===== src/rtl/mpsp_pkg.sv =====
// Shared types and constants of the motion playback segment planner.
// No dependencies; used by every module of the block.
package mpsp_pkg;

   localparam int POS_W      = 12;
   localparam int GRP_W      = 10;
   localparam int STAMP_W    = 24;
   localparam int TIME_W     = 28;
   localparam int SPEED_W    = 16;
   localparam int GTIME_W    = 16;
   localparam int RATE_W     = 7;
   localparam int PERIOD_W   = 10;
   localparam int THR_W      = 12;
   localparam int CSR_IDX_W  = 3;
   localparam int CSR_DATA_W = 16;
   localparam int DIV_W      = TIME_W + 1;
   localparam int DIV_CNT_W  = 5;
   localparam int SCALED_W   = 22;

   localparam logic [CSR_IDX_W-1:0] CSR_PLAYBACK_RATE   = 3'd0;
   localparam logic [CSR_IDX_W-1:0] CSR_SAMPLE_PERIOD   = 3'd1;
   localparam logic [CSR_IDX_W-1:0] CSR_MIN_SPEED       = 3'd2;
   localparam logic [CSR_IDX_W-1:0] CSR_MAX_SPEED       = 3'd3;
   localparam logic [CSR_IDX_W-1:0] CSR_DEFAULT_SPEED   = 3'd4;
   localparam logic [CSR_IDX_W-1:0] CSR_SPLIT_THRESHOLD = 3'd5;

   localparam logic [RATE_W-1:0]   RST_PLAYBACK_RATE   = 7'd10;
   localparam logic [PERIOD_W-1:0] RST_SAMPLE_PERIOD   = 10'd50;
   localparam logic [SPEED_W-1:0]  RST_MIN_SPEED       = 16'd100;
   localparam logic [SPEED_W-1:0]  RST_MAX_SPEED       = 16'd4000;
   localparam logic [SPEED_W-1:0]  RST_DEFAULT_SPEED   = 16'd1000;
   localparam logic [THR_W-1:0]    RST_SPLIT_THRESHOLD = 12'd500;

   localparam logic [GTIME_W-1:0]  PREP_GROUP_TIME = 16'd800;
   localparam logic [TIME_W-1:0]   PREP_WAIT       = 28'd900;
   localparam logic [SCALED_W-1:0] SPEED_SCALE     = 22'd1000;

   typedef enum logic [3:0] {
      ST_IDLE,
      ST_PREP,
      ST_GAP,
      ST_TIME,
      ST_TWAIT,
      ST_PLAN,
      ST_SEG,
      ST_SDIV,
      ST_SWAIT,
      ST_SOUT
   } state_type;

   typedef struct packed {
      logic load_in;
      logic calc_gap;
      logic load_t_raw;
      logic start_tdiv;
      logic load_t_div;
      logic plan;
      logic setup_seg;
      logic seg_second;
      logic start_sdiv;
      logic write_prep;
      logic write_seg;
      logic commit;
   } cmd_type;

   typedef struct packed {
      logic first_frame;
      logic rate_zero;
      logic split;
      logic seg_zero;
      logic div_done;
      logic out_free;
   } stat_type;

endpackage


===== src/rtl/mpsp_div.sv =====
// Restoring divider, one quotient bit per cycle, shared by all divisions.
// Depends on mpsp_pkg for widths.
module mpsp_div (
   input  logic                         clock,
   input  logic                         reset,
   input  logic                         start,
   input  logic [mpsp_pkg::DIV_W-1:0]   dividend,
   input  logic [mpsp_pkg::TIME_W-1:0]  divisor,
   output logic                         done,
   output logic [mpsp_pkg::DIV_W-1:0]   quotient
);

   logic                            busy_ff;
   logic                            done_ff;
   logic [mpsp_pkg::DIV_CNT_W-1:0]  cnt_ff;
   logic [mpsp_pkg::TIME_W-1:0]     rem_ff;
   logic [mpsp_pkg::TIME_W-1:0]     rem_in;
   logic [mpsp_pkg::DIV_W-1:0]      quo_ff;
   logic [mpsp_pkg::DIV_W-1:0]      quo_in;
   logic [mpsp_pkg::TIME_W-1:0]     divisor_ff;
   logic [mpsp_pkg::DIV_W-1:0]      trial;
   logic [mpsp_pkg::DIV_W-1:0]      diff;
   logic                            fits;

   always_comb begin
      trial  = {rem_ff, quo_ff[mpsp_pkg::DIV_W-1]};
      diff   = trial - {1'b0, divisor_ff};
      fits   = trial >= {1'b0, divisor_ff};
      rem_in = fits ? diff[mpsp_pkg::TIME_W-1:0] : trial[mpsp_pkg::TIME_W-1:0];
      quo_in = {quo_ff[mpsp_pkg::DIV_W-2:0], fits};
   end

   always_ff @(posedge clock) begin
      if (reset) begin
         busy_ff <= 1'b0;
         done_ff <= 1'b0;
         cnt_ff  <= '0;
      end else begin
         done_ff <= 1'b0;
         if (start) begin
            busy_ff <= 1'b1;
            cnt_ff  <= mpsp_pkg::DIV_CNT_W'(mpsp_pkg::DIV_W);
         end else if (busy_ff) begin
            cnt_ff <= cnt_ff - 1'b1;
            if (cnt_ff == mpsp_pkg::DIV_CNT_W'(1)) begin
               busy_ff <= 1'b0;
               done_ff <= 1'b1;
            end
         end
      end
   end

   always_ff @(posedge clock) begin
      if (start) begin
         rem_ff     <= '0;
         quo_ff     <= dividend;
         divisor_ff <= divisor;
      end else if (busy_ff) begin
         rem_ff <= rem_in;
         quo_ff <= quo_in;
      end
   end

   assign done     = done_ff;
   assign quotient = quo_ff;

endmodule


===== src/rtl/mpsp_dpath.sv =====
// Datapath: configuration registers, frame and history registers, segment
// arithmetic and the result register. Depends on mpsp_pkg and mpsp_div.
module mpsp_dpath (
   input  logic                              clock,
   input  logic                              reset,
   input  mpsp_pkg::cmd_type                 cmd,
   output mpsp_pkg::stat_type                stat,
   input  logic                              csr_write,
   input  logic [mpsp_pkg::CSR_IDX_W-1:0]    csr_index,
   input  logic [mpsp_pkg::CSR_DATA_W-1:0]   csr_data,
   input  logic                              req_first_frame,
   input  logic [mpsp_pkg::POS_W-1:0]        req_main_pos,
   input  logic [mpsp_pkg::GRP_W-1:0]        req_group_pos0,
   input  logic [mpsp_pkg::GRP_W-1:0]        req_group_pos1,
   input  logic [mpsp_pkg::GRP_W-1:0]        req_group_pos2,
   input  logic [mpsp_pkg::GRP_W-1:0]        req_group_pos3,
   input  logic [mpsp_pkg::STAMP_W-1:0]      req_stamp_ms,
   input  logic                              rsp_ready,
   output logic                              rsp_valid,
   output logic [mpsp_pkg::POS_W-1:0]        rsp_main_target,
   output logic [mpsp_pkg::SPEED_W-1:0]      rsp_main_speed,
   output logic                              rsp_group_move,
   output logic [mpsp_pkg::GRP_W-1:0]        rsp_group_out0,
   output logic [mpsp_pkg::GRP_W-1:0]        rsp_group_out1,
   output logic [mpsp_pkg::GRP_W-1:0]        rsp_group_out2,
   output logic [mpsp_pkg::GRP_W-1:0]        rsp_group_out3,
   output logic [mpsp_pkg::GTIME_W-1:0]      rsp_group_time,
   output logic [mpsp_pkg::TIME_W-1:0]       rsp_wait_ms,
   output logic                              rsp_last_of_run
);

   // configuration
   logic [mpsp_pkg::RATE_W-1:0]    rate_ff;
   logic [mpsp_pkg::PERIOD_W-1:0]  period_ff;
   logic [mpsp_pkg::SPEED_W-1:0]   min_speed_ff;
   logic [mpsp_pkg::SPEED_W-1:0]   max_speed_ff;
   logic [mpsp_pkg::SPEED_W-1:0]   def_speed_ff;
   logic [mpsp_pkg::THR_W-1:0]     thr_ff;

   // frame and history
   logic [mpsp_pkg::POS_W-1:0]     cur_ff;
   logic [mpsp_pkg::GRP_W-1:0]     grp0_ff, grp1_ff, grp2_ff, grp3_ff;
   logic [mpsp_pkg::STAMP_W-1:0]   stamp_ff;
   logic [mpsp_pkg::POS_W-1:0]     prev_pos_ff;
   logic [mpsp_pkg::STAMP_W-1:0]   prev_stamp_ff;

   // planning
   logic [mpsp_pkg::STAMP_W-1:0]   gap_ff, gap_in;
   logic [mpsp_pkg::POS_W-1:0]     dist_ff, dist_in;
   logic [mpsp_pkg::POS_W-1:0]     mid_ff, mid_in;
   logic [mpsp_pkg::TIME_W-1:0]    t_ff;
   logic                           split_ff;
   logic [mpsp_pkg::POS_W-1:0]     seg_dist_ff, seg_dist_in;
   logic [mpsp_pkg::SCALED_W-1:0]  seg_k_ff;
   logic [mpsp_pkg::TIME_W-1:0]    seg_time_ff, seg_time_in;
   logic [mpsp_pkg::POS_W-1:0]     seg_from, seg_to;
   logic [mpsp_pkg::POS_W:0]       pos_sum;
   logic [mpsp_pkg::TIME_W-1:0]    half, rest, gap_x10, t_div, t_raw;

   // divider
   logic                           div_start;
   logic [mpsp_pkg::DIV_W-1:0]     div_dividend;
   logic [mpsp_pkg::TIME_W-1:0]    div_divisor;
   logic                           div_done;
   logic [mpsp_pkg::DIV_W-1:0]     div_quo;
   logic [mpsp_pkg::SPEED_W-1:0]   seg_speed;

   // result register
   logic                           rsp_valid_ff;
   logic [mpsp_pkg::POS_W-1:0]     tgt_ff;
   logic [mpsp_pkg::SPEED_W-1:0]   speed_ff;
   logic                           gm_ff;
   logic [mpsp_pkg::GRP_W-1:0]     out0_ff, out1_ff, out2_ff, out3_ff;
   logic [mpsp_pkg::GTIME_W-1:0]   gtime_ff;
   logic [mpsp_pkg::TIME_W-1:0]    wait_ff;
   logic                           last_ff;
   logic                           seg_gm;
   logic                           out_free;

   always_ff @(posedge clock) begin
      if (reset) begin
         rate_ff      <= mpsp_pkg::RST_PLAYBACK_RATE;
         period_ff    <= mpsp_pkg::RST_SAMPLE_PERIOD;
         min_speed_ff <= mpsp_pkg::RST_MIN_SPEED;
         max_speed_ff <= mpsp_pkg::RST_MAX_SPEED;
         def_speed_ff <= mpsp_pkg::RST_DEFAULT_SPEED;
         thr_ff       <= mpsp_pkg::RST_SPLIT_THRESHOLD;
      end else if (csr_write) begin
         case (csr_index)
            mpsp_pkg::CSR_PLAYBACK_RATE:   rate_ff      <= csr_data[mpsp_pkg::RATE_W-1:0];
            mpsp_pkg::CSR_SAMPLE_PERIOD:   period_ff    <= csr_data[mpsp_pkg::PERIOD_W-1:0];
            mpsp_pkg::CSR_MIN_SPEED:       min_speed_ff <= csr_data;
            mpsp_pkg::CSR_MAX_SPEED:       max_speed_ff <= csr_data;
            mpsp_pkg::CSR_DEFAULT_SPEED:   def_speed_ff <= csr_data;
            mpsp_pkg::CSR_SPLIT_THRESHOLD: thr_ff       <= csr_data[mpsp_pkg::THR_W-1:0];
            default: ;
         endcase
      end
   end

   // Previous frame history: cleared by reset, advanced when a frame retires.
   always_ff @(posedge clock) begin
      if (reset) begin
         prev_pos_ff   <= '0;
         prev_stamp_ff <= '0;
      end else if (cmd.commit) begin
         prev_pos_ff   <= cur_ff;
         prev_stamp_ff <= stamp_ff;
      end
   end

   always_comb begin
      gap_in  = (stamp_ff > prev_stamp_ff) ? (stamp_ff - prev_stamp_ff)
                                           : mpsp_pkg::STAMP_W'(period_ff);
      dist_in = (cur_ff > prev_pos_ff) ? (cur_ff - prev_pos_ff) : (prev_pos_ff - cur_ff);
      pos_sum = {1'b0, cur_ff} + {1'b0, prev_pos_ff};
      mid_in  = pos_sum[mpsp_pkg::POS_W:1];
      gap_x10 = (mpsp_pkg::TIME_W'(gap_ff) << 3) + (mpsp_pkg::TIME_W'(gap_ff) << 1);
      t_raw   = (gap_ff == '0) ? mpsp_pkg::TIME_W'(1) : mpsp_pkg::TIME_W'(gap_ff);
      t_div   = (div_quo[mpsp_pkg::TIME_W-1:0] == '0) ? mpsp_pkg::TIME_W'(1)
                                                     : div_quo[mpsp_pkg::TIME_W-1:0];
      half    = t_ff >> 1;
      rest    = t_ff - half;

      // Pick the end points and duration of the segment in hand.
      if (!split_ff) begin
         seg_from    = prev_pos_ff;
         seg_to      = cur_ff;
         seg_time_in = t_ff;
      end else if (!cmd.seg_second) begin
         seg_from    = prev_pos_ff;
         seg_to      = mid_ff;
         seg_time_in = half;
      end else begin
         seg_from    = mid_ff;
         seg_to      = cur_ff;
         seg_time_in = rest;
      end
      seg_dist_in = (seg_to > seg_from) ? (seg_to - seg_from) : (seg_from - seg_to);
   end

   always_ff @(posedge clock) begin
      if (cmd.load_in) begin
         cur_ff   <= req_main_pos;
         grp0_ff  <= req_group_pos0;
         grp1_ff  <= req_group_pos1;
         grp2_ff  <= req_group_pos2;
         grp3_ff  <= req_group_pos3;
         stamp_ff <= req_stamp_ms;
      end
      if (cmd.calc_gap) begin
         gap_ff  <= gap_in;
         dist_ff <= dist_in;
         mid_ff  <= mid_in;
      end
      if (cmd.load_t_raw) begin
         t_ff <= t_raw;
      end else if (cmd.load_t_div) begin
         t_ff <= t_div;
      end
      if (cmd.plan) begin
         split_ff <= (dist_ff > thr_ff) && (t_ff > mpsp_pkg::TIME_W'(1));
      end
      if (cmd.setup_seg) begin
         seg_dist_ff <= seg_dist_in;
         seg_k_ff    <= mpsp_pkg::SCALED_W'(seg_dist_in) * mpsp_pkg::SPEED_SCALE;
         seg_time_ff <= seg_time_in;
      end
   end

   always_comb begin
      div_start = cmd.start_tdiv || cmd.start_sdiv;
      if (cmd.start_tdiv) begin
         div_dividend = mpsp_pkg::DIV_W'(gap_x10);
         div_divisor  = mpsp_pkg::TIME_W'(rate_ff);
      end else begin
         // ceiling division: add divisor less one
         div_dividend = mpsp_pkg::DIV_W'(seg_k_ff) + mpsp_pkg::DIV_W'(seg_time_ff)
                        - mpsp_pkg::DIV_W'(1);
         div_divisor  = seg_time_ff;
      end
   end

   mpsp_div u_div (
      .clock    (clock),
      .reset    (reset),
      .start    (div_start),
      .dividend (div_dividend),
      .divisor  (div_divisor),
      .done     (div_done),
      .quotient (div_quo)
   );

   always_comb begin
      if (seg_dist_ff == '0) begin
         seg_speed = def_speed_ff;
      end else if (div_quo < mpsp_pkg::DIV_W'(min_speed_ff)) begin
         seg_speed = min_speed_ff;
      end else if (div_quo > mpsp_pkg::DIV_W'(max_speed_ff)) begin
         seg_speed = max_speed_ff;
      end else begin
         seg_speed = div_quo[mpsp_pkg::SPEED_W-1:0];
      end
      seg_gm   = !(split_ff && cmd.seg_second);
      out_free = !rsp_valid_ff || rsp_ready;
   end

   always_ff @(posedge clock) begin
      if (reset) begin
         rsp_valid_ff <= 1'b0;
      end else if (cmd.write_prep || cmd.write_seg) begin
         rsp_valid_ff <= 1'b1;
      end else if (rsp_ready) begin
         rsp_valid_ff <= 1'b0;
      end
   end

   always_ff @(posedge clock) begin
      if (cmd.write_prep) begin
         tgt_ff   <= cur_ff;
         speed_ff <= def_speed_ff;
         gm_ff    <= 1'b1;
         out0_ff  <= grp0_ff;
         out1_ff  <= grp1_ff;
         out2_ff  <= grp2_ff;
         out3_ff  <= grp3_ff;
         gtime_ff <= mpsp_pkg::PREP_GROUP_TIME;
         wait_ff  <= mpsp_pkg::PREP_WAIT;
         last_ff  <= 1'b1;
      end else if (cmd.write_seg) begin
         tgt_ff   <= (split_ff && !cmd.seg_second) ? mid_ff : cur_ff;
         speed_ff <= seg_speed;
         gm_ff    <= seg_gm;
         out0_ff  <= seg_gm ? grp0_ff : '0;
         out1_ff  <= seg_gm ? grp1_ff : '0;
         out2_ff  <= seg_gm ? grp2_ff : '0;
         out3_ff  <= seg_gm ? grp3_ff : '0;
         gtime_ff <= seg_gm ? t_ff[mpsp_pkg::GTIME_W-1:0] : '0;
         wait_ff  <= !split_ff ? t_ff : (cmd.seg_second ? rest : half);
         last_ff  <= !split_ff || cmd.seg_second;
      end
   end

   assign stat.first_frame = req_first_frame;
   assign stat.rate_zero   = (rate_ff == '0);
   assign stat.split       = split_ff;
   assign stat.seg_zero    = (seg_dist_ff == '0);
   assign stat.div_done    = div_done;
   assign stat.out_free    = out_free;

   assign rsp_valid       = rsp_valid_ff;
   assign rsp_main_target = tgt_ff;
   assign rsp_main_speed  = speed_ff;
   assign rsp_group_move  = gm_ff;
   assign rsp_group_out0  = out0_ff;
   assign rsp_group_out1  = out1_ff;
   assign rsp_group_out2  = out2_ff;
   assign rsp_group_out3  = out3_ff;
   assign rsp_group_time  = gtime_ff;
   assign rsp_wait_ms     = wait_ff;
   assign rsp_last_of_run = last_ff;

endmodule


===== src/rtl/mpsp_ctrl.sv =====
// Controller: sequences one frame through timing, division and result writes.
// Depends on mpsp_pkg for the state, command and status types.
module mpsp_ctrl (
   input  logic                clock,
   input  logic                reset,
   input  logic                req_valid,
   output logic                req_ready,
   input  mpsp_pkg::stat_type  stat,
   output mpsp_pkg::cmd_type   cmd
);

   mpsp_pkg::state_type state_ff, state_in;
   logic                second_ff, second_in;

   always_ff @(posedge clock) begin
      if (reset) begin
         state_ff  <= mpsp_pkg::ST_IDLE;
         second_ff <= 1'b0;
      end else begin
         state_ff  <= state_in;
         second_ff <= second_in;
      end
   end

   always_comb begin
      state_in       = state_ff;
      second_in      = second_ff;
      cmd            = '0;
      cmd.seg_second = second_ff;
      req_ready      = 1'b0;
      case (state_ff)
         mpsp_pkg::ST_IDLE: begin
            req_ready = 1'b1;
            if (req_valid) begin
               cmd.load_in = 1'b1;
               state_in    = stat.first_frame ? mpsp_pkg::ST_PREP : mpsp_pkg::ST_GAP;
            end
         end
         mpsp_pkg::ST_PREP: begin
            if (stat.out_free) begin
               cmd.write_prep = 1'b1;
               cmd.commit     = 1'b1;
               state_in       = mpsp_pkg::ST_IDLE;
            end
         end
         mpsp_pkg::ST_GAP: begin
            cmd.calc_gap = 1'b1;
            state_in     = mpsp_pkg::ST_TIME;
         end
         mpsp_pkg::ST_TIME: begin
            if (stat.rate_zero) begin
               cmd.load_t_raw = 1'b1;
               state_in       = mpsp_pkg::ST_PLAN;
            end else begin
               cmd.start_tdiv = 1'b1;
               state_in       = mpsp_pkg::ST_TWAIT;
            end
         end
         mpsp_pkg::ST_TWAIT: begin
            if (stat.div_done) begin
               cmd.load_t_div = 1'b1;
               state_in       = mpsp_pkg::ST_PLAN;
            end
         end
         mpsp_pkg::ST_PLAN: begin
            cmd.plan  = 1'b1;
            second_in = 1'b0;
            state_in  = mpsp_pkg::ST_SEG;
         end
         mpsp_pkg::ST_SEG: begin
            cmd.setup_seg = 1'b1;
            state_in      = mpsp_pkg::ST_SDIV;
         end
         mpsp_pkg::ST_SDIV: begin
            // zero distance takes the default speed, no division
            if (stat.seg_zero) begin
               state_in = mpsp_pkg::ST_SOUT;
            end else begin
               cmd.start_sdiv = 1'b1;
               state_in       = mpsp_pkg::ST_SWAIT;
            end
         end
         mpsp_pkg::ST_SWAIT: begin
            if (stat.div_done) begin
               state_in = mpsp_pkg::ST_SOUT;
            end
         end
         mpsp_pkg::ST_SOUT: begin
            if (stat.out_free) begin
               cmd.write_seg = 1'b1;
               if (stat.split && !second_ff) begin
                  second_in = 1'b1;
                  state_in  = mpsp_pkg::ST_SEG;
               end else begin
                  cmd.commit = 1'b1;
                  state_in   = mpsp_pkg::ST_IDLE;
               end
            end
         end
         default: begin
            state_in = mpsp_pkg::ST_IDLE;
         end
      endcase
   end

endmodule


===== src/rtl/motion_playback_segment_planner_core.sv =====
// Channel  Direction  Handshake            Carries
// req      in         req_valid/req_ready  one recorded frame
// rsp      out        rsp_valid/rsp_ready  one move command
// csr      in         csr_valid/csr_ready  register index and write data
//
// Per frame: a first frame goes from acceptance through the prepare state into
// the result register. A later frame passes the gap and time states, with the
// time scaling division (skipped at playback rate zero), and the plan state, then
// per move the segment setup and the speed division (skipped at zero distance)
// before its write; a split makes two moves. One 29-step divider serves both.
// Reset is synchronous: it clears the controller, the history and the result
// valid flag, and loads the configuration defaults. A full result register
// holds the controller in its write state; the next frame is taken while the
// last result of the previous one still waits.
module motion_playback_segment_planner_core (
   input  logic                              clock,
   input  logic                              reset,
   input  logic                              req_valid,
   output logic                              req_ready,
   input  logic                              req_first_frame,
   input  logic [mpsp_pkg::POS_W-1:0]        req_main_pos,
   input  logic [mpsp_pkg::GRP_W-1:0]        req_group_pos0,
   input  logic [mpsp_pkg::GRP_W-1:0]        req_group_pos1,
   input  logic [mpsp_pkg::GRP_W-1:0]        req_group_pos2,
   input  logic [mpsp_pkg::GRP_W-1:0]        req_group_pos3,
   input  logic [mpsp_pkg::STAMP_W-1:0]      req_stamp_ms,
   output logic                              rsp_valid,
   input  logic                              rsp_ready,
   output logic [mpsp_pkg::POS_W-1:0]        rsp_main_target,
   output logic [mpsp_pkg::SPEED_W-1:0]      rsp_main_speed,
   output logic                              rsp_group_move,
   output logic [mpsp_pkg::GRP_W-1:0]        rsp_group_out0,
   output logic [mpsp_pkg::GRP_W-1:0]        rsp_group_out1,
   output logic [mpsp_pkg::GRP_W-1:0]        rsp_group_out2,
   output logic [mpsp_pkg::GRP_W-1:0]        rsp_group_out3,
   output logic [mpsp_pkg::GTIME_W-1:0]      rsp_group_time,
   output logic [mpsp_pkg::TIME_W-1:0]       rsp_wait_ms,
   output logic                              rsp_last_of_run,
   input  logic                              csr_valid,
   output logic                              csr_ready,
   input  logic [mpsp_pkg::CSR_IDX_W-1:0]    csr_index,
   input  logic [mpsp_pkg::CSR_DATA_W-1:0]   csr_data
);

   mpsp_pkg::cmd_type  cmd;
   mpsp_pkg::stat_type stat;

   assign csr_ready = 1'b1;

   mpsp_ctrl u_ctrl (
      .clock     (clock),
      .reset     (reset),
      .req_valid (req_valid),
      .req_ready (req_ready),
      .stat      (stat),
      .cmd       (cmd)
   );

   mpsp_dpath u_dpath (
      .clock           (clock),
      .reset           (reset),
      .cmd             (cmd),
      .stat            (stat),
      .csr_write       (csr_valid && csr_ready),
      .csr_index       (csr_index),
      .csr_data        (csr_data),
      .req_first_frame (req_first_frame),
      .req_main_pos    (req_main_pos),
      .req_group_pos0  (req_group_pos0),
      .req_group_pos1  (req_group_pos1),
      .req_group_pos2  (req_group_pos2),
      .req_group_pos3  (req_group_pos3),
      .req_stamp_ms    (req_stamp_ms),
      .rsp_ready       (rsp_ready),
      .rsp_valid       (rsp_valid),
      .rsp_main_target (rsp_main_target),
      .rsp_main_speed  (rsp_main_speed),
      .rsp_group_move  (rsp_group_move),
      .rsp_group_out0  (rsp_group_out0),
      .rsp_group_out1  (rsp_group_out1),
      .rsp_group_out2  (rsp_group_out2),
      .rsp_group_out3  (rsp_group_out3),
      .rsp_group_time  (rsp_group_time),
      .rsp_wait_ms     (rsp_wait_ms),
      .rsp_last_of_run (rsp_last_of_run)
   );

endmodule


===== config.mk =====
export PLATFORM = sky130hd
export DESIGN_NAME = motion_playback_segment_planner_core
export DESIGN_NICKNAME = d
export VERILOG_FILES = /design/src/rtl/mpsp_pkg.sv /design/src/rtl/mpsp_div.sv /design/src/rtl/mpsp_dpath.sv /design/src/rtl/mpsp_ctrl.sv /design/src/rtl/motion_playback_segment_planner_core.sv
export SDC_FILE = /design/constraint.sdc
export NUM_CORES = 1
export LEC_CHECK = 0
export ABC_CLOCK_PERIOD_IN_PS = 12650
export BUFFER_PORTS_ARGS = -buffer_cell sky130_fd_sc_hd__buf_2
export CORE_ASPECT_RATIO = 1.5
export CORE_MARGIN = 2
export CORE_UTILIZATION = 36
export CTS_BUF_LIST = sky130_fd_sc_hd__clkbuf_2
export DETAILED_ROUTE_END_ITERATION = 12
export GPL_ROUTABILITY_DRIVEN = 0
export PLACE_DENSITY = 0.63
export SLEW_MARGIN = 0
export SYNTH_ARGS = -nofsm -noshare
export SYNTH_HDL_FRONTEND = slang
export SYNTH_SLANG_ARGS = --single-unit

===== constraint.sdc =====
create_clock -name clock -period 12.65 [get_ports clock]
set_clock_uncertainty 0.05 [all_clocks]
set_input_delay 2.53 -clock clock [delete_from_list [all_inputs] [get_ports clock]]
set_output_delay 2.53 -clock clock [all_outputs]
set_load 0.01 [all_outputs]

==> run summary, run 1 <==
mapped cell area - 33500 um2
hold depth - 2
iteration-0 DRC count of the detailed router - 1590
Detailed Routing Iterations Pass 1 - 6
final setup vio count - 0
cts hold-fix bufs - 0
DRT Wirelength - 94.7 mm
Antenna Nets Post-Route - 0
hpwl dp - 71.8 mm
Fin. Hold Viols - 0
post-layout min period - 9390 ps
Initial Utilization - 36.4%
number of CTS-inserted buffers - 132
RSZ-0062 raised after global routing - false
CTS root buffer - clkbuf_2
setup TNS - 0 ps
clock sink count - 535
fin util - 40.4%
outcome - finished, final reports clean
Max-cap violations - 0
via/cell ratio - 5.22
Critical Path RT - 13750 ps
Remaining Overflow, GRT - 0
Clock Latency Late Sink - 1420 ps
drt wl/cell - 18.8 um
Hold Path Class - reg2reg
startpoint types - flip-flop
Post-synth ARST share - 0%
FF-to-FF path depth - 33
Die Y - 377 um
post-synth top area share - 30.1%
FF-to-FF Start - u_dpath.split_ff
most frequent cell after synthesis - nand2_1
area growth from synthesis to layout - 10.9%
Total GRT Usage - 19.8%
PortBufs - 216
Clock Path Buffers - 3
Worst Tran Pin Value - 1160 ps
htree depth - 4
Crit Path Category - reg2reg
Post-synth top cells - nand2_1 (420), inv_1 (389), edfxtp_1 (335), a21oi_1 (322), ha_1 (313)
initial antenna violation count - 4
max-slew violation count - 0
PwrDens - 180 nW/um2
Post-Syn Nets - 3961
VDD IR-drop max - 0.281 mV
Final period util - 74.2%
Die Span X - 253 um
final net count - 4216
R2R setup slack - 3260 ps
worst r2r dst - u_dpath.seg_k_ff[20]
CP Data Arrival Time - 10490 ps
Synth area leader - edfxtp_1
row count - 136
CP endpoint kind - flip-flop
hold path startpoint - u_dpath.rsp_last_of_run
die area - 95400 um2
yosys warns - 0
Cells after Synth - 3501
CTS tree - yes
number of enable flip-flop cells after synthesis - 335
Worst slew margin - 22.5%
hold path endpoint - u_dpath.rsp_last_of_run
Crit Path Max Fanout - 48
Worst path slowest cell - xor2_1
Reg clk slew, reported paths - 110 ps
Via Count - 26300
largest net degree at the start of global routing - 81
register area share after synthesis - 42.0%
Leakage - 16.2 nW
Yosys cell types - 105
FMAX - 0.106 GHz
peak per-stage delay on the critical path - 650 ps
core area - 91900 um2
# DRC - 0
crit-path most repeated cell - inv_1
first-pass GRT wire length - 146 mm
flops & latches, synth - 535
Mean Syn Cell Area - 9.55 um2
Main synth FF type - edfxtp_1
postcts setup bufs - 0
Boundary Pins - 218
Area contributors post-synth - edfxtp_1 (30%), dfxtp_1 (12%), ha_1 (12%)
vias in the first global route - 26700
Resized Gates After CTS - 0
share of post-route cells with drive strength above 1 - 14.9%
state kept, by name, summed over array words and instances, names as in the netlist, 17 cells and up:
name and count:
u_dpath.prev_stamp_ff 24, u_dpath.seg_k_ff 17, u_dpath.u_div.quotient 29, u_dpath.rsp_wait_ms 28
u_dpath.stamp_ff 24, u_dpath.seg_time_ff 28, u_dpath.gap_ff 24, u_dpath.t_ff 28
u_dpath.u_div.divisor_ff 28, u_dpath.u_div.rem_ff 28
stage by stage:
| step | worst slack [ps] | hold WS, ps | instances | total power, mW | area [um2] |
|---|---|---|---|---|---|
| 2_1_floorplan | 4920 | 382 | 3501 | 4.78 | 33500 |
| 3_3_place_gp | 3580 | 380 | 4795 | 5.34 | 35800 |
| 3_5_place_dp | 3320 | 385 | 4795 | 5.41 | 35800 |
| 4_1_cts | 3300 | 405 | 5037 | 6.73 | 37100 |
| 5_1_grt | 2520 | 421 | 5040 | 7.25 | 37100 |
| 6_report | 3260 | 401 | 5040 | 6.67 | 37100 |
worst max-delay path, delay by kind of cell, from the launching register on:
kind | cells | cell delay [ps]
buf+inv | 9 | 1820
flops | 1 | 330
simple gates | 4 | 600
xor+xnor | 2 | 730
compound gates | 12 | 2880
fa+ha+maj | 6 | 2660
final cells by class:
class                      count  area (um2)
multi-input combinational   2450       17500
clock buffer                 195         976
timing repair buffer         247        1320
tap                         1173        1470
fill                        9284       54800
antenna                        3        7.51
inverter                     390        1470
sequential                   535       14100
clock inverter                47         365
per-layer routing:
layer / part of all wire [%] / wire length [um] / up-vias / track usage, %
met5: 0.024 / 23 / - / 0
met4: 7.0 / 6610 / 4 / 14.0
met3: 5.4 / 5140 / 299 / 4.11
met2: 51 / 48400 / 825 / 36.0
met1: 36 / 34500 / 12300 / 20.0
li1: - / - / 12900 / -
layout by cell type (no fill, tap or decap), types with 27 or more instances in the layout:
cell type	count
nand3_1	44
xnor2_1	97
edfxtp_1	335
a211oi_1	33
clkbuf_2	195
nor2_1	202
nand2b_1	37
mux2i_1	53
a21oi_1	322
a31oi_1	29
buf_2	215
nand2_1	420
mux2_2	44
buf_4	32
nor3_1	28
clkinv_1	27
o21bai_1	27
inv_1	387
dfxtp_1	199
xor2_1	56
nor2b_1	69
fa_1	46
ha_1	313
o21ai_0	135
nand4_1	28
a21o_1	87
worst max-delay path by stage:
| stage | end | start | cells past startpoint | slack [ps] |
|---|---|---|---|---|
| 6_report | u_dpath.seg_k_ff[20] | u_dpath.split_ff | 33 | 3260 |
| 5_1_grt | u_dpath.seg_k_ff[20] | u_dpath.split_ff | 33 | 2520 |
| 4_1_cts | u_dpath.seg_k_ff[20] | u_dpath.split_ff | 33 | 3300 |
| 3_5_place_dp | u_dpath.seg_k_ff[20] | u_dpath.split_ff | 33 | 3320 |
| 3_3_place_gp | u_dpath.seg_k_ff[20] | u_dpath.split_ff | 33 | 3580 |
| 2_1_floorplan | u_dpath.seg_k_ff[20] | u_dpath.split_ff | 34 | 4920 |
kinds of logic (layout without fill, tap and decap cells):
family	Yosys count	count (layout)	synth area share, %
AND/OR/NAND/NOR	980	980	13.7
adder cells (fa/ha/maj)	359	359	14.5
AO/OA/AOI/OAI	859	859	16.7
buffers and inverters	516	879	5.94
multiplexers	97	97	3.07
XOR/XNOR	154	154	4.09
flip-flops	535	535	42.0
other	1	4	0.0112
power by group:
group	switching, mW	internal, mW	total, mW
logic	1.77	1.38	3.15
registers	0.0842	2.15	2.23
clock network	0.748	0.540	1.29
Note: power is estimated with default switching activity, not from simulation.
==> inputs of run 2 (changes only) <==
--- a/config.mk
+++ b/config.mk
@@ -5,7 +5,7 @@
 export SDC_FILE = /design/constraint.sdc
 export NUM_CORES = 1
 export LEC_CHECK = 0
-export ABC_CLOCK_PERIOD_IN_PS = 12650
+export ABC_CLOCK_PERIOD_IN_PS = 9500
 export BUFFER_PORTS_ARGS = -buffer_cell sky130_fd_sc_hd__buf_2
 export CORE_ASPECT_RATIO = 1.5
 export CORE_MARGIN = 2
==> constraint.sdc (replaced) <==
create_clock -name clock -period 9.5 [get_ports clock]
set_clock_uncertainty 0.05 [all_clocks]
set_input_delay 1.9 -clock clock [delete_from_list [all_inputs] [get_ports clock]]
set_output_delay 1.9 -clock clock [all_outputs]
set_load 0.01 [all_outputs]
==> run summary, run 2 (same netlist as run 1, synthesis figures left out) <==
VDD IR-drop max - 0.384 mV
final net count - 4219
dpl cell area - 35800 um2
Remaining Overflow, GRT - 0
postcts setup bufs - 0
share of post-route cells with drive strength above 1 - 15.1%
final setup vio count - 0
critical path startpoint - u_ctrl.second_ff
CP endpoint kind - flip-flop
Reg clk slew, reported paths - 110 ps
commonest cells after routing, fill and taps aside - nand2_1 (420), inv_1 (387), edfxtp_1 (335)
Boundary Pins - 218
RSZ-0062 raised after global routing - false
most common cell after layout, fill and taps aside - nand2_1
CP Data Arrival Time - 9630 ps
Worst Tran Pin Value - 1300 ps
largest net degree at the start of global routing - 82
area growth from synthesis to layout - 11.1%
vias in the first global route - 26500
via/cell ratio - 5.21
outcome - finished, final reports clean
Crit Path Category - reg2reg
DRT Wirelength - 94.3 mm
startpoint types - flip-flop
iteration-0 DRC count of the detailed router - 1334
drt wl/cell - 18.7 um
hold path startpoint - u_dpath.prev_stamp_ff[10]
Crit Path Max Fanout - 47
core area - 91900 um2
# fillers - 9237
htree depth - 4
Max-cap violations - 0
Initial Utilization - 36.4%
die area - 95400 um2
hpwl dp - 72.0 mm
Worst path slowest cell - xnor2_1
Final period util - 90.6%
Finished Cell Area - 37200 um2
first-pass GRT wire length - 145 mm
clock sink count - 535
Flop pwr share - 33.4%
Worst slew margin - 13.4%
Pwr Total - 8.92 mW
Clock Path Buffers - 3
cts hold-fix bufs - 0
Hold Path Class - reg2reg
clock share of power - 19.8%
post-layout min period - 8610 ps
CTS tree - yes
R2R setup slack - 890 ps
FF-to-FF path depth - 32
max-slew violation count - 0
Via Count - 26300
Fin. Hold Viols - 0
max FFs per register - 29
# DRC - 0
worst r2r dst - u_dpath.seg_k_ff[20]
PortBufs - 216
Switching Share - 38.8%
Detailed Routing Iterations Pass 1 - 5
Power Internal - 5.45 mW
placed insts - 4795
CTS root buffer - clkbuf_2
Resized Gates After CTS - 0
worst hold margin - 403 ps
setup TNS - 0 ps
Die Span X - 253 um
combinational power share - 46.8%
Critical Path RT - 10530 ps
Leakage - 16.2 nW
Total GRT Usage - 19.7%
NetSw - 3.46 mW
peak per-stage delay on the critical path - 520 ps
PwrDens - 240 nW/um2
row count - 136
FMAX - 0.116 GHz
initial antenna violation count - 4
number of CTS-inserted buffers - 135
fin cells - 5045
Clock Latency Late Sink - 1380 ps
Die Y - 377 um
FF-to-FF Start - u_ctrl.second_ff
Antenna Nets Post-Route - 0
worst setup path end - u_dpath.seg_k_ff[20]
[run 2: cell count changes in the layout (fill, tap and decap cells not counted)]
cell,delta
inv_2,-1
diode_2,-1
clkbuf_2,-2
bufinv_16,+1
clkinv_2,+9
clkinv_1,-1
[run 2: worst min-delay path by stage]
stage | endpoint | slack [ps] | cells past startpoint
2_1_floorplan | u_dpath.period_ff[4] | 380 | 2
3_3_place_gp | u_dpath.rsp_last_of_run | 380 | 2
3_5_place_dp | u_dpath.rsp_last_of_run | 380 | 2
4_1_cts | u_dpath.prev_stamp_ff[2] | 410 | 2
5_1_grt | u_dpath.prev_stamp_ff[9] | 420 | 2
6_report | u_dpath.prev_stamp_ff[10] | 400 | 2
[run 2: stage by stage]
stage	util (%)	setup slack [ps]
after global routing	40.4	321
after detailed placement	38.9	1030
after CTS	40.4	932
after global placement	38.9	1190
final	40.4	892
after floorplan	-	1770
[run 2: worst max-delay path, delay by kind of cell, from the launching register on]
kind | cells | cell delay, ps
compound gates | 12 | 2570
fa+ha+maj | 6 | 2490
buf+inv | 7 | 1030
mux | 2 | 660
xor+xnor | 2 | 600
simple gates | 3 | 590
flops | 1 | 340
[run 2: layer usage]
metal  GRT usage (%)  share of wire (%)  vias up
met3            4.41                5.3      265
li1                -                  -    12900
met5               0              0.022        -
met4            13.3                6.8        4
met2            36.1                 52      723
met1            19.7                 36    12400
[run 2: final cells by class]
type                            count  area (um2)  area share [%]
Tap cell                         1173        1470            3.95
Sequential cell                   535       14100            37.8
Clock inverter                     55         433            1.16
Timing Repair Buffer              247        1320            3.54
Inverter                          390        1470            3.94
Clock buffer                      193         966            2.60
Multi-Input combinational cell   2450       17500            47.0
Antenna cell                        2        5.00          0.0135
[run 2: power by group through the flow]
stage          logic (mW)  registers (mW)  clock network (mW)
2_1_floorplan        3.37            3.00                   0
3_3_place_gp         4.08            3.02                   0
3_5_place_dp         4.19            3.03                   0
4_1_cts              4.22            2.97                1.83
5_1_grt              4.73            2.99                1.93
6_report             4.18            2.98                1.76
==> inputs of run 3 (changes only) <==
--- a/config.mk
+++ b/config.mk
@@ -9,11 +9,11 @@
 export BUFFER_PORTS_ARGS = -buffer_cell sky130_fd_sc_hd__buf_2
 export CORE_ASPECT_RATIO = 1.5
 export CORE_MARGIN = 2
-export CORE_UTILIZATION = 36
+export CORE_UTILIZATION = 64
 export CTS_BUF_LIST = sky130_fd_sc_hd__clkbuf_2
 export DETAILED_ROUTE_END_ITERATION = 12
 export GPL_ROUTABILITY_DRIVEN = 0
-export PLACE_DENSITY = 0.63
+export PLACE_DENSITY = 0.95
 export SLEW_MARGIN = 0
 export SYNTH_ARGS = -nofsm -noshare
 export SYNTH_HDL_FRONTEND = slang
==> constraint.sdc (replaced) <==
create_clock -name clock -period 9.5 [get_ports clock]
set_clock_uncertainty 0.05 [all_clocks]
set_input_delay 0.95 -clock clock [delete_from_list [all_inputs] [get_ports clock]]
set_output_delay 0.95 -clock clock [all_outputs]
set_load 0.01 [all_outputs]
==> run summary, run 3 (same netlist as run 1, synthesis figures left out) <==
Clock Path Buffers - 3
final setup vio count - 0
Switching Share - 41.1%
Power Internal - 5.37 mW
via/cell ratio - 6.30
die area - 54100 um2
drt wl/cell - 21.5 um
R2R setup slack - 960 ps
crit path buf inv count - 8
# DRC - 0
Boundary Pins - 218
PortBufs - 216
Remaining Overflow, GRT - 0
clock share of power - 17.6%
Hold Path Class - in2reg
cts hold-fix bufs - 94
max-slew violation count - 0
RSZ-0062 raised after global routing - false
Leakage - 16.5 nW
Worst path slowest cell - xnor2_1
CP endpoint kind - flip-flop
area growth from synthesis to layout - 11.4%
largest net degree at the start of global routing - 77
peak per-stage delay on the critical path - 550 ps
Clock Latency Late Sink - 1310 ps
NetSw - 3.75 mW
hpwl dp - 68.1 mm
CTS root buffer - clkbuf_2
Max-cap violations - 0
Final period util - 89.9%
Die Y - 284 um
Flop pwr share - 32.7%
Pwr Total - 9.12 mW
outcome - finished, final reports clean
startpoint types - flip-flop
final net count - 4297
max FFs per register - 29
clock sink count - 535
CTS tree - yes
Crit Path Category - reg2reg
postcts setup bufs - 0
vias in the first global route - 29700
Worst slew margin - 12.1%
Antenna Nets Post-Route - 0
Crit Path Max Fanout - 25
fin util - 72.1%
Resized Gates After CTS - 0
htree depth - 3
Total GRT Usage - 36.9%
DRT Wirelength - 99.5 mm
Critical Path RT - 10400 ps
Fin. Hold Viols - 0
initial antenna violation count - 5
first-pass GRT wire length - 155 mm
setup TNS - 0 ps
iteration-0 DRC count of the detailed router - 2988
row count - 102
share of post-route cells with drive strength above 1 - 14.1%
Die Span X - 191 um
Detailed Routing Iterations Pass 1 - 7
combinational power share - 49.7%
PwrDens - 245 nW/um2
Initial Utilization - 64.7%
most common cell after layout, fill and taps aside - nand2_1
commonest cells after routing, fill and taps aside - nand2_1 (420), inv_1 (387), edfxtp_1 (335)
core area - 51700 um2
Reg clk slew, reported paths - 130 ps
VDD IR-drop max - 0.511 mV
CP top delay family - compound AO/OA/AOI/OAI gates
FMAX - 0.117 GHz
CP Data Arrival Time - 9450 ps
Via Count - 29100
post-layout min period - 8540 ps
Worst Tran Pin Value - 1320 ps
number of CTS-inserted buffers - 119
## run 3: changes by cell type in the layout (fill, tap and decap cells not counted), moves of 2 or more
cell / delta
bufinv_16: -4
clkbuf_2: -12
clkinv_1: +5
clkinv_2: -11
clkinvlp_4: -3
dlygate4sd3_1: +94
inv_6: +2
## run 3: per-layer routing
metal  share of wire (%)  vias to the layer above  global-route usage [%]  routed length (um)
met1                  32                    13500                    38.0               32100
met4                 9.3                        6                    31.1                9240
met5               0.037                        -                       0                  37
met2                  48                     1923                    61.7               47900
met3                  10                      645                    10.0               10300
li1                    -                    13000                       -                   -
## run 3: power groups by stage
stage	clock (mW)	sequential, mW	combinational [mW]
floorplan	0	3.00	3.37
global placement	0	3.02	3.96
detailed placement	0	3.03	4.26
CTS	1.58	2.97	4.41
global route	1.72	3.00	4.99
finish	1.61	2.98	4.53
## run 3: final cells by class
class                      instances  area [um2]
antenna                            2        5.00
clock buffer                     181         906
clock inverter                    44         275
fill                            3337       14400
inverter                         390        1460
multi-input combinational       2450       17400
sequential                       535       14100
tap                              676         846
timing repair buffer             341        2260
## run 3: path summary, 6_finish.rpt
kind                            cells after the start                        end                 startpoint
worst max-delay path                               33       u_dpath.seg_k_ff[20]           u_dpath.split_ff
worst min-delay path                                2  u_dpath.prev_stamp_ff[12]                      reset
worst max register to register                     33       u_dpath.seg_k_ff[20]           u_dpath.split_ff
worst min register to register                      2  u_dpath.prev_stamp_ff[16]  u_dpath.prev_stamp_ff[16]
## run 3: metrics by stage
stage                     setup WS (ps)  area [um2]  cells  hold slack [ps]
after floorplan                    1770       33500   3501              382
after CTS                          1110       37200   4617             63.0
final                               956       37300   4619              145
after global routing                341       37300   4618              129
after detailed placement           1220       35100   4298              391
after global placement             1520       35100   4298              378
